$ cat config.mk
export PLATFORM = sky130hd
export DESIGN_NAME = multichannel_bias_ramp_core
export DESIGN_NICKNAME = d
export VERILOG_FILES = /design/src/rtl/mcbr_pkg.sv /design/src/rtl/multichannel_bias_ramp_core.sv
export SDC_FILE = /design/constraint.sdc
export NUM_CORES = 2
export LEC_CHECK = 0
export BUFFER_PORTS_ARGS = -buffer_cell sky130_fd_sc_hd__buf_4
export CELL_PAD_IN_SITES_DETAIL_PLACEMENT = 1
export CELL_PAD_IN_SITES_GLOBAL_PLACEMENT = 1
export CORE_MARGIN = 3
export CORE_UTILIZATION = 50
export DETAILED_ROUTE_END_ITERATION = 12
export MAX_ROUTING_LAYER = met4
export PLACE_DENSITY = 0.84
export SETUP_SLACK_MARGIN = 0.5
export SLEW_MARGIN = 15
export SYNTH_ARGS = -nofsm -noshare
export SYNTH_HDL_FRONTEND = slang
export SYNTH_SLANG_ARGS = --single-unit
$ cat constraint.sdc
create_clock -name i_clk -period 10.7 [get_ports i_clk]
set_clock_uncertainty 0.2 [all_clocks]
set_input_delay 1.605 -clock i_clk [delete_from_list [all_inputs] [get_ports i_clk]]
set_output_delay 1.605 -clock i_clk [all_outputs]
set_load 0.01 [all_outputs]
$ cat src/rtl/mcbr_pkg.sv
// Package for the multichannel bias ramp: constants, request codes and FSM type.
package mcbr_pkg;

    localparam int CHANNELS_DEF   = 32;
    localparam int LEVEL_W        = 16;
    localparam int CHAN_W         = 5;
    localparam int REQ_W          = 2;
    localparam int TDATA_W        = 24;

    localparam logic [LEVEL_W-1:0] MAX_STEP_RST = 16'd10;

    localparam logic [REQ_W-1:0] REQ_SET_TARGET = 2'd0;
    localparam logic [REQ_W-1:0] REQ_STEP       = 2'd1;
    localparam logic [REQ_W-1:0] REQ_READBACK   = 2'd2;

    typedef enum logic [1:0] {
        ST_IDLE,
        ST_WALK,
        ST_FINISH
    } t_state;

endpackage

$ cat src/rtl/multichannel_bias_ramp_core.sv
// Multichannel bias ramp: slew-limited stepping of bias DAC channel levels.
//
// The block keeps, per channel, a current DAC level and a target with a pending
// flag. A set-target transaction (tuser = set target) stores a target and marks
// it pending; a readback transaction overwrites the current level. Both give no
// result. A step transaction walks all CHANNELS entries: each pending channel
// whose level differs from its target moves toward it by at most max_step codes
// and gives one result (channel, new level), in ascending channel order, with
// tlast on the final one; if nothing moved, one result with tuser = 1 (settled)
// and zero data comes out. The walk reads one channel per cycle, unless the
// output side stalls it, from the level and target memories (registered reads)
// and writes the updated level back when that channel is evaluated from the read
// registers. One moved channel is held back until the next one is found (or the
// walk ends) so tlast can be set on it. max_step is written through the cfg port;
// the user must do so only while the block is idle; the block does not enforce it.
module multichannel_bias_ramp_core #(
    parameter int CHANNELS = mcbr_pkg::CHANNELS_DEF
) (
    input  logic        i_clk,
    input  logic        i_rst_n,
    // configuration: max_step
    input  logic        i_cfg_valid,
    output logic        o_cfg_ready,
    input  logic [15:0] i_cfg_data,
    // request stream
    input  logic        i_s_tvalid,
    output logic        o_s_tready,
    input  logic [23:0] i_s_tdata,   // [4:0] channel, [20:5] value, [23:21] zero
    input  logic [1:0]  i_s_tuser,   // [1:0] req_type
    // result stream
    output logic        o_m_tvalid,
    input  logic        i_m_tready,
    output logic [23:0] o_m_tdata,   // [4:0] out_channel, [20:5] new_level, [23:21] zero
    output logic        o_m_tlast,   // last_update
    output logic        o_m_tuser    // [0] settled
);

    localparam int AW = (CHANNELS > 1) ? $clog2(CHANNELS) : 1;
    localparam int CW = $clog2(CHANNELS + 1);
    localparam int LW = mcbr_pkg::LEVEL_W;
    localparam int NW = mcbr_pkg::CHAN_W;

    // ---------------------------------------------------------------- state
    mcbr_pkg::t_state r_state, n_state;

    logic [LW-1:0]       r_max_step;
    logic [CHANNELS-1:0] r_pend;       // target pending flags
    logic [CHANNELS-1:0] r_lvl_vld;    // level entry written since reset

    // memories
    logic [LW-1:0] r_lvl_mem [CHANNELS];
    logic [LW-1:0] r_tgt_mem [CHANNELS];
    logic [LW-1:0] r_lvl_q;
    logic [LW-1:0] r_tgt_q;

    // walk control
    logic [CW-1:0] r_rd_idx;    // next channel to read
    logic [AW-1:0] r_ev_idx;    // channel whose data sits in the read registers
    logic          r_ev_vld;

    // held result (last moved channel seen so far)
    logic          r_hold_vld;
    logic [AW-1:0] r_hold_idx;
    logic [LW-1:0] r_hold_lvl;

    // output register
    logic          r_out_vld;
    logic [NW-1:0] r_out_chan;
    logic [LW-1:0] r_out_lvl;
    logic          r_out_last;
    logic          r_out_settled;

    // ---------------------------------------------------------------- input decode
    logic [NW-1:0]     in_chan;
    logic [LW-1:0]     in_val;
    logic [1:0]        in_req;
    logic              in_acc;
    logic              in_chan_ok;
    logic [AW-1:0]     in_addr;

    assign in_chan    = i_s_tdata[NW-1:0];
    assign in_val     = i_s_tdata[NW+LW-1:NW];
    assign in_req     = i_s_tuser;
    assign in_acc     = i_s_tvalid & o_s_tready;
    assign in_chan_ok = (32'(in_chan) < CHANNELS);
    assign in_addr    = AW'(in_chan);

    logic set_we, rb_we, step_go;
    assign set_we  = in_acc && (in_req == mcbr_pkg::REQ_SET_TARGET) && in_chan_ok;
    assign rb_we   = in_acc && (in_req == mcbr_pkg::REQ_READBACK) && in_chan_ok;
    assign step_go = in_acc && (in_req == mcbr_pkg::REQ_STEP);

    // ---------------------------------------------------------------- channel evaluation
    logic [LW-1:0] lvl_cur, diff, stp, lvl_new;
    logic          up, mv, out_free, stall;

    assign lvl_cur  = r_lvl_vld[r_ev_idx] ? r_lvl_q : '0;
    assign up       = r_tgt_q > lvl_cur;
    assign diff     = up ? (r_tgt_q - lvl_cur) : (lvl_cur - r_tgt_q);
    assign stp      = (diff > r_max_step) ? r_max_step : diff;
    assign lvl_new  = up ? (lvl_cur + stp) : (lvl_cur - stp);
    assign mv       = r_ev_vld && r_pend[r_ev_idx] && (r_tgt_q != lvl_cur)
                      && (r_max_step != '0);
    assign out_free = ~r_out_vld | i_m_tready;
    // a second moved channel needs the output register for the held one
    assign stall    = mv & r_hold_vld & ~out_free;

    logic rd_left, walk_done;
    assign rd_left   = r_rd_idx < CW'(CHANNELS);
    assign walk_done = ~rd_left & ~r_ev_vld;

    // ---------------------------------------------------------------- FSM
    always_comb begin
        n_state = r_state;
        unique case (r_state)
            mcbr_pkg::ST_IDLE:   if (step_go) n_state = mcbr_pkg::ST_WALK;
            mcbr_pkg::ST_WALK:   if (walk_done) n_state = mcbr_pkg::ST_FINISH;
            mcbr_pkg::ST_FINISH: if (out_free) n_state = mcbr_pkg::ST_IDLE;
            default:             n_state = mcbr_pkg::ST_IDLE;
        endcase
    end

    logic rd_go, ev_go, fin_ld;
    always_comb begin
        o_s_tready = 1'b0;
        rd_go      = 1'b0;
        ev_go      = 1'b0;
        fin_ld     = 1'b0;
        unique case (r_state)
            mcbr_pkg::ST_IDLE:   o_s_tready = 1'b1;
            mcbr_pkg::ST_WALK: begin
                rd_go = ~stall & rd_left;
                ev_go = ~stall;
            end
            mcbr_pkg::ST_FINISH: fin_ld = out_free;
            default: ;
        endcase
    end

    logic mv_wr, push_hold;
    assign mv_wr     = ev_go & mv;
    assign push_hold = mv_wr & r_hold_vld;

    assign o_cfg_ready = 1'b1;

    // ---------------------------------------------------------------- memories
    logic          lvl_we;
    logic [AW-1:0] lvl_wa;
    logic [LW-1:0] lvl_wd;
    logic [AW-1:0] rd_addr;

    assign lvl_we  = rb_we | mv_wr;
    assign lvl_wa  = rb_we ? in_addr : r_ev_idx;
    assign lvl_wd  = rb_we ? in_val : lvl_new;
    assign rd_addr = r_rd_idx[AW-1:0];

    always_ff @(posedge i_clk) begin
        if (lvl_we) begin
            r_lvl_mem[lvl_wa] <= lvl_wd;
        end
        if (rd_go) begin
            r_lvl_q <= r_lvl_mem[rd_addr];
        end
    end

    always_ff @(posedge i_clk) begin
        if (set_we) begin
            r_tgt_mem[in_addr] <= in_val;
        end
        if (rd_go) begin
            r_tgt_q <= r_tgt_mem[rd_addr];
        end
    end

    // ---------------------------------------------------------------- control registers
    always_ff @(posedge i_clk) begin
        if (!i_rst_n) begin
            r_state    <= mcbr_pkg::ST_IDLE;
            r_max_step <= mcbr_pkg::MAX_STEP_RST;
            r_pend     <= '0;
            r_lvl_vld  <= '0;
            r_rd_idx   <= '0;
            r_ev_vld   <= 1'b0;
            r_hold_vld <= 1'b0;
            r_out_vld  <= 1'b0;
        end else begin
            r_state <= n_state;
            if (i_cfg_valid) begin
                r_max_step <= i_cfg_data;
            end
            if (set_we) begin
                r_pend[in_addr] <= 1'b1;
            end
            if (lvl_we) begin
                r_lvl_vld[lvl_wa] <= 1'b1;
            end
            if (step_go) begin
                r_rd_idx <= '0;
                r_ev_vld <= 1'b0;
            end else if (ev_go) begin
                r_ev_vld <= rd_go;
                if (rd_go) begin
                    r_rd_idx <= r_rd_idx + 1'b1;
                end
            end
            if (mv_wr) begin
                r_hold_vld <= 1'b1;
            end else if (fin_ld) begin
                r_hold_vld <= 1'b0;
            end
            if (push_hold | fin_ld) begin
                r_out_vld <= 1'b1;
            end else if (i_m_tready) begin
                r_out_vld <= 1'b0;
            end
        end
    end

    // ---------------------------------------------------------------- payload registers
    always_ff @(posedge i_clk) begin
        if (rd_go) begin
            r_ev_idx <= rd_addr;
        end
        if (mv_wr) begin
            r_hold_idx <= r_ev_idx;
            r_hold_lvl <= lvl_new;
        end
        if (push_hold) begin
            r_out_chan    <= NW'(r_hold_idx);
            r_out_lvl     <= r_hold_lvl;
            r_out_last    <= 1'b0;
            r_out_settled <= 1'b0;
        end else if (fin_ld) begin
            // final transaction of the step: held channel with tlast, or settled
            r_out_chan    <= r_hold_vld ? NW'(r_hold_idx) : '0;
            r_out_lvl     <= r_hold_vld ? r_hold_lvl : '0;
            r_out_last    <= r_hold_vld;
            r_out_settled <= ~r_hold_vld;
        end
    end

    assign o_m_tvalid = r_out_vld;
    assign o_m_tdata  = {3'b000, r_out_lvl, r_out_chan};
    assign o_m_tlast  = r_out_last;
    assign o_m_tuser  = r_out_settled;

endmodule

==> impl_metrics.py <==
metrics = {
    "place": {
        "dpl.hpwl_mm": 76.7,
        "gp_congestion": 0.931,
        "preCtsSetupSlack_ns": -0.264,
        "placed_area_mm2": 0.0512,
        "port_buffers": 68,
        "dp.cells": 3769,
    },
    "power_and_ir_drop": {
        "total_leakage_power_nw": 17.8,
        "power_per_cell_area_mw_per_mm2": 186,
        "ir_drop_v": 0.000136,
    },
    "cts": {
        "clock_latency_ns": 0.73,
        "ctsHtreeMaxLevel": 3,
        "ctsHoldBuffers": 0,
        "cts_tree": "built",
        "clock_path_buffers": 3,
        "numCtsBuffers": 111,
        "cts_root_buf": "clkbuf_16",
        "path_clk_slew_ns": 0.06,
        "numClockSinks": 1196,
    },
    "sta": {
        "min_period_over_period": 0.948,
        "setup_viol": 0,
        "max_freq_mhz": 98.5,
        "holdWs_ns": 0.270,
        "maxSlewHeadroom": 0.188,
        "min_period_ns": 10.15,
        "rsz0062_at_grt": "yes",
        "hold_viol_final": 0,
        "fin_setup_tns_ns": 0,
        "drv_slew": 0,
        "tightest_slew_ns": 1.22,
        "finalWorstSetupSlack_ns": 0.552,
    },
    "global_routing": {
        "grt_pass1_vias": 27900,
        "grt_use_total": 0.284,
        "antenna_found_initial": 13,
        "grt_pass1_wl_mm": 202,
        "overflow": 0,
        "grt_max_degree": 133,
    },
    "floorplan": {
        "die_area_mm2": 0.101,
        "core_area_mm2": 0.0959,
        "rows": 113,
        "fp.dieW_um": 318,
        "io_pins": 76,
        "die_h_um": 318,
        "start_util": 0.508,
    },
    "drt": {
        "wl_mm": 142,
        "vias_per_cell": 6.65,
        "drtPass1Iterations": 6,
        "drt_iter0_drc": 3743,
        "postRouteAntennaNets": 0,
        "num_vias": 26600,
        "route.detailed.drc": 0,
        "wl_per_cell_um": 35.6,
    },
    "worst_setup_path": {
        "required_ns": 10.92,
        "r2r_slack_ns": 0.55,
        "crit_arrival_ns": 10.37,
        "critical_path_class": "reg2reg",
        "critPathCaptureType": "flop",
        "worst_setup_path_start_kind": "flop",
        "r2r_cells": 39,
        "max_stage_delay_ns": 0.49,
        "worstReg2RegEnd": "r_lvl_mem[25][12]$_DFFE_PP_",
        "reg2reg_from": "r_ev_idx[1]$_DFFE_PP_",
        "cp_max_fo": 16,
        "slowest_stage": "mux4_2",
        "crit_start": "r_ev_idx[1]$_DFFE_PP_",
    },
    "synth": {
        "async_flop_share": 0,
        "ys.flop_type": "edfxtp_1",
        "syn_area_mm2": 0.0487,
        "ys_seq_area_frac": 0.718,
        "yosys.cell_types.count": 76,
        "yosysTopAreaCellShare": 0.680,
        "synth-seq-cells": 1196,
        "yosysWarnings": 0,
        "synth.avg_cell_area_um2": 19.7,
        "synthCells": 2469,
        "synth-edff-count": 1103,
        "synth_top_area_cell": "edfxtp_1",
        "yosysMostFrequentCell": "edfxtp_1",
        "synth.top_cells.by_count": "edfxtp_1, mux4_2, nor2_1, dfxtp_1, clkbuf_1",
        "ys_top_cells_by_area": "edfxtp_1, mux4_2, dfxtp_1, ha_1, mux2_2",
    },
    "layout": {
        "fillers": 8220,
        "finalInstanceArea_mm2": 0.0556,
        "fin_cells": 4002,
        "syn2layout_area_growth_pct": 14.1,
        "nNetsFinal": 2750,
        "drive_gt1_frac": 0.313,
    },
    "run": {
        "cap_violations": 0,
    },
    "worst_hold_path": {
        "worstHoldStart": "r_pend[28]$_SDFFE_PN0P_",
        "hold_class": "reg2reg",
        "min_to": "r_pend[28]$_SDFFE_PN0P_",
        "hold_depth": 1,
    },
    "run_status": {
        "status": "finished clean",
    },
}
-- metal layers --
layer | vias to the layer above | global-route usage | part of all wire
li1 | 10400 | - | -
met1 | 14000 | 0.364 | 0.36
met2 | 1865 | 0.454 | 0.49
met3 | 370 | 0.0541 | 0.10
met4 | 0 | 0.109 | 0.046
met5 | - | - | 0
-- cell type report --
type / count / area (µm²) / area share
tap: 1265 / 1580 / 0.0285
inverter: 63 / 236 / 0.00425
timing repair buffer: 170 / 1330 / 0.0239
clock buffer: 131 / 2930 / 0.0526
sequential: 1196 / 35000 / 0.630
multi-input combinational: 1094 / 13600 / 0.244
clock inverter: 74 / 912 / 0.0164
antenna: 9 / 22.5 / 0.000405
-- cell families after synthesis --
logic type                 share of synthesized area
other                                       0.000154
AOI/OAI and AO/OA                             0.0332
DFF                                            0.718
muxes                                          0.176
xor gates and xnor gates                     0.00819
buffers and inverters                         0.0150
and+or+nand+nor                               0.0319
adders and majority gates                     0.0177
-- cells in the final DEF (no fill, tap or decap), types with 17 or more instances in the layout --
master	count
inv_1	63
xnor2_1	20
nand2_1	74
a21oi_1	33
o21a_1	70
clkinv_2	24
clkinv_1	19
clkbuf_16	113
xor2_1	17
ha_1	63
bufinv_16	18
and2_1	26
nor2_2	52
dfxtp_1	88
mux2_2	47
buf_4	165
nor2b_1	23
edfxtp_1	1103
mux2i_1	29
mux4_2	340
nor2_1	56
-- report_power, final --
group | leakage (nW) | switching, mW | internal (mW)
registers | 10.7 | 0.0218 | 5.32
clock network | 1.87 | 1.81 | 2.40
logic | 5.27 | 0.553 | 0.247
total | 17.8 | 2.39 | 7.96
-- timing repair --
action	in CTS	in global routing
endpoints found under the setup margin	291	291
setup buffers	7	7
cloned	1	4
pin swaps	5	8
resized for setup	14	39
-- how the worst max path moves through the flow --
| stage | end | slack, ns | cells past startpoint |
|---|---|---|---|
| final | r_lvl_mem[25][12]$_DFFE_PP_ | 0.55 | 39 |
| after global routing | r_lvl_mem[25][12]$_DFFE_PP_ | 0.22 | 45 |
| after CTS | r_lvl_mem[26][14]$_DFFE_PP_ | 0.51 | 38 |
| after detailed placement | r_lvl_mem[25][15]$_DFFE_PP_ | -0.26 | 37 |
| after global placement | r_lvl_mem[26][15]$_DFFE_PP_ | 0.07 | 37 |
| after floorplan | r_lvl_mem[0][15]$_DFFE_PP_ | 0.53 | 40 |
-- through the flow --
step | total power [mW] | util
2_1_floorplan | 5.85 | -
3_5_place_dp | 6.14 | 0.534
6_report | 10.4 | 0.580
5_1_grt | 10.6 | 0.580
3_3_place_gp | 6.09 | 0.534
4_1_cts | 10.3 | 0.575
-- sequential cells by signal, indices dropped and copies added, names as in the netlist, 2 cells and up --
| name | count |
|---|---|
| r_lvl_mem | 512 |
| r_tgt_mem | 512 |
| r_lvl_vld | 32 |
| r_pend | 32 |
| r_hold_lvl | 16 |
| r_lvl_q | 16 |
| r_max_step | 16 |
| r_out_lvl | 16 |
| r_tgt_q | 16 |
| r_rd_idx | 6 |
| r_ev_idx | 5 |
| r_hold_idx | 5 |
| r_out_chan | 5 |
| r_state | 2 |
-- worst max-delay path, delay by kind of cell (launching register included) --
family	cells	cell delay (ns)
fa+ha+maj	4	1.45
flops	1	0.45
compound gates	11	2.70
buf+inv	6	0.93
simple gates	12	2.18
xor+xnor	2	0.37
mux	4	1.51
Note: power is estimated with default switching activity, not from simulation.
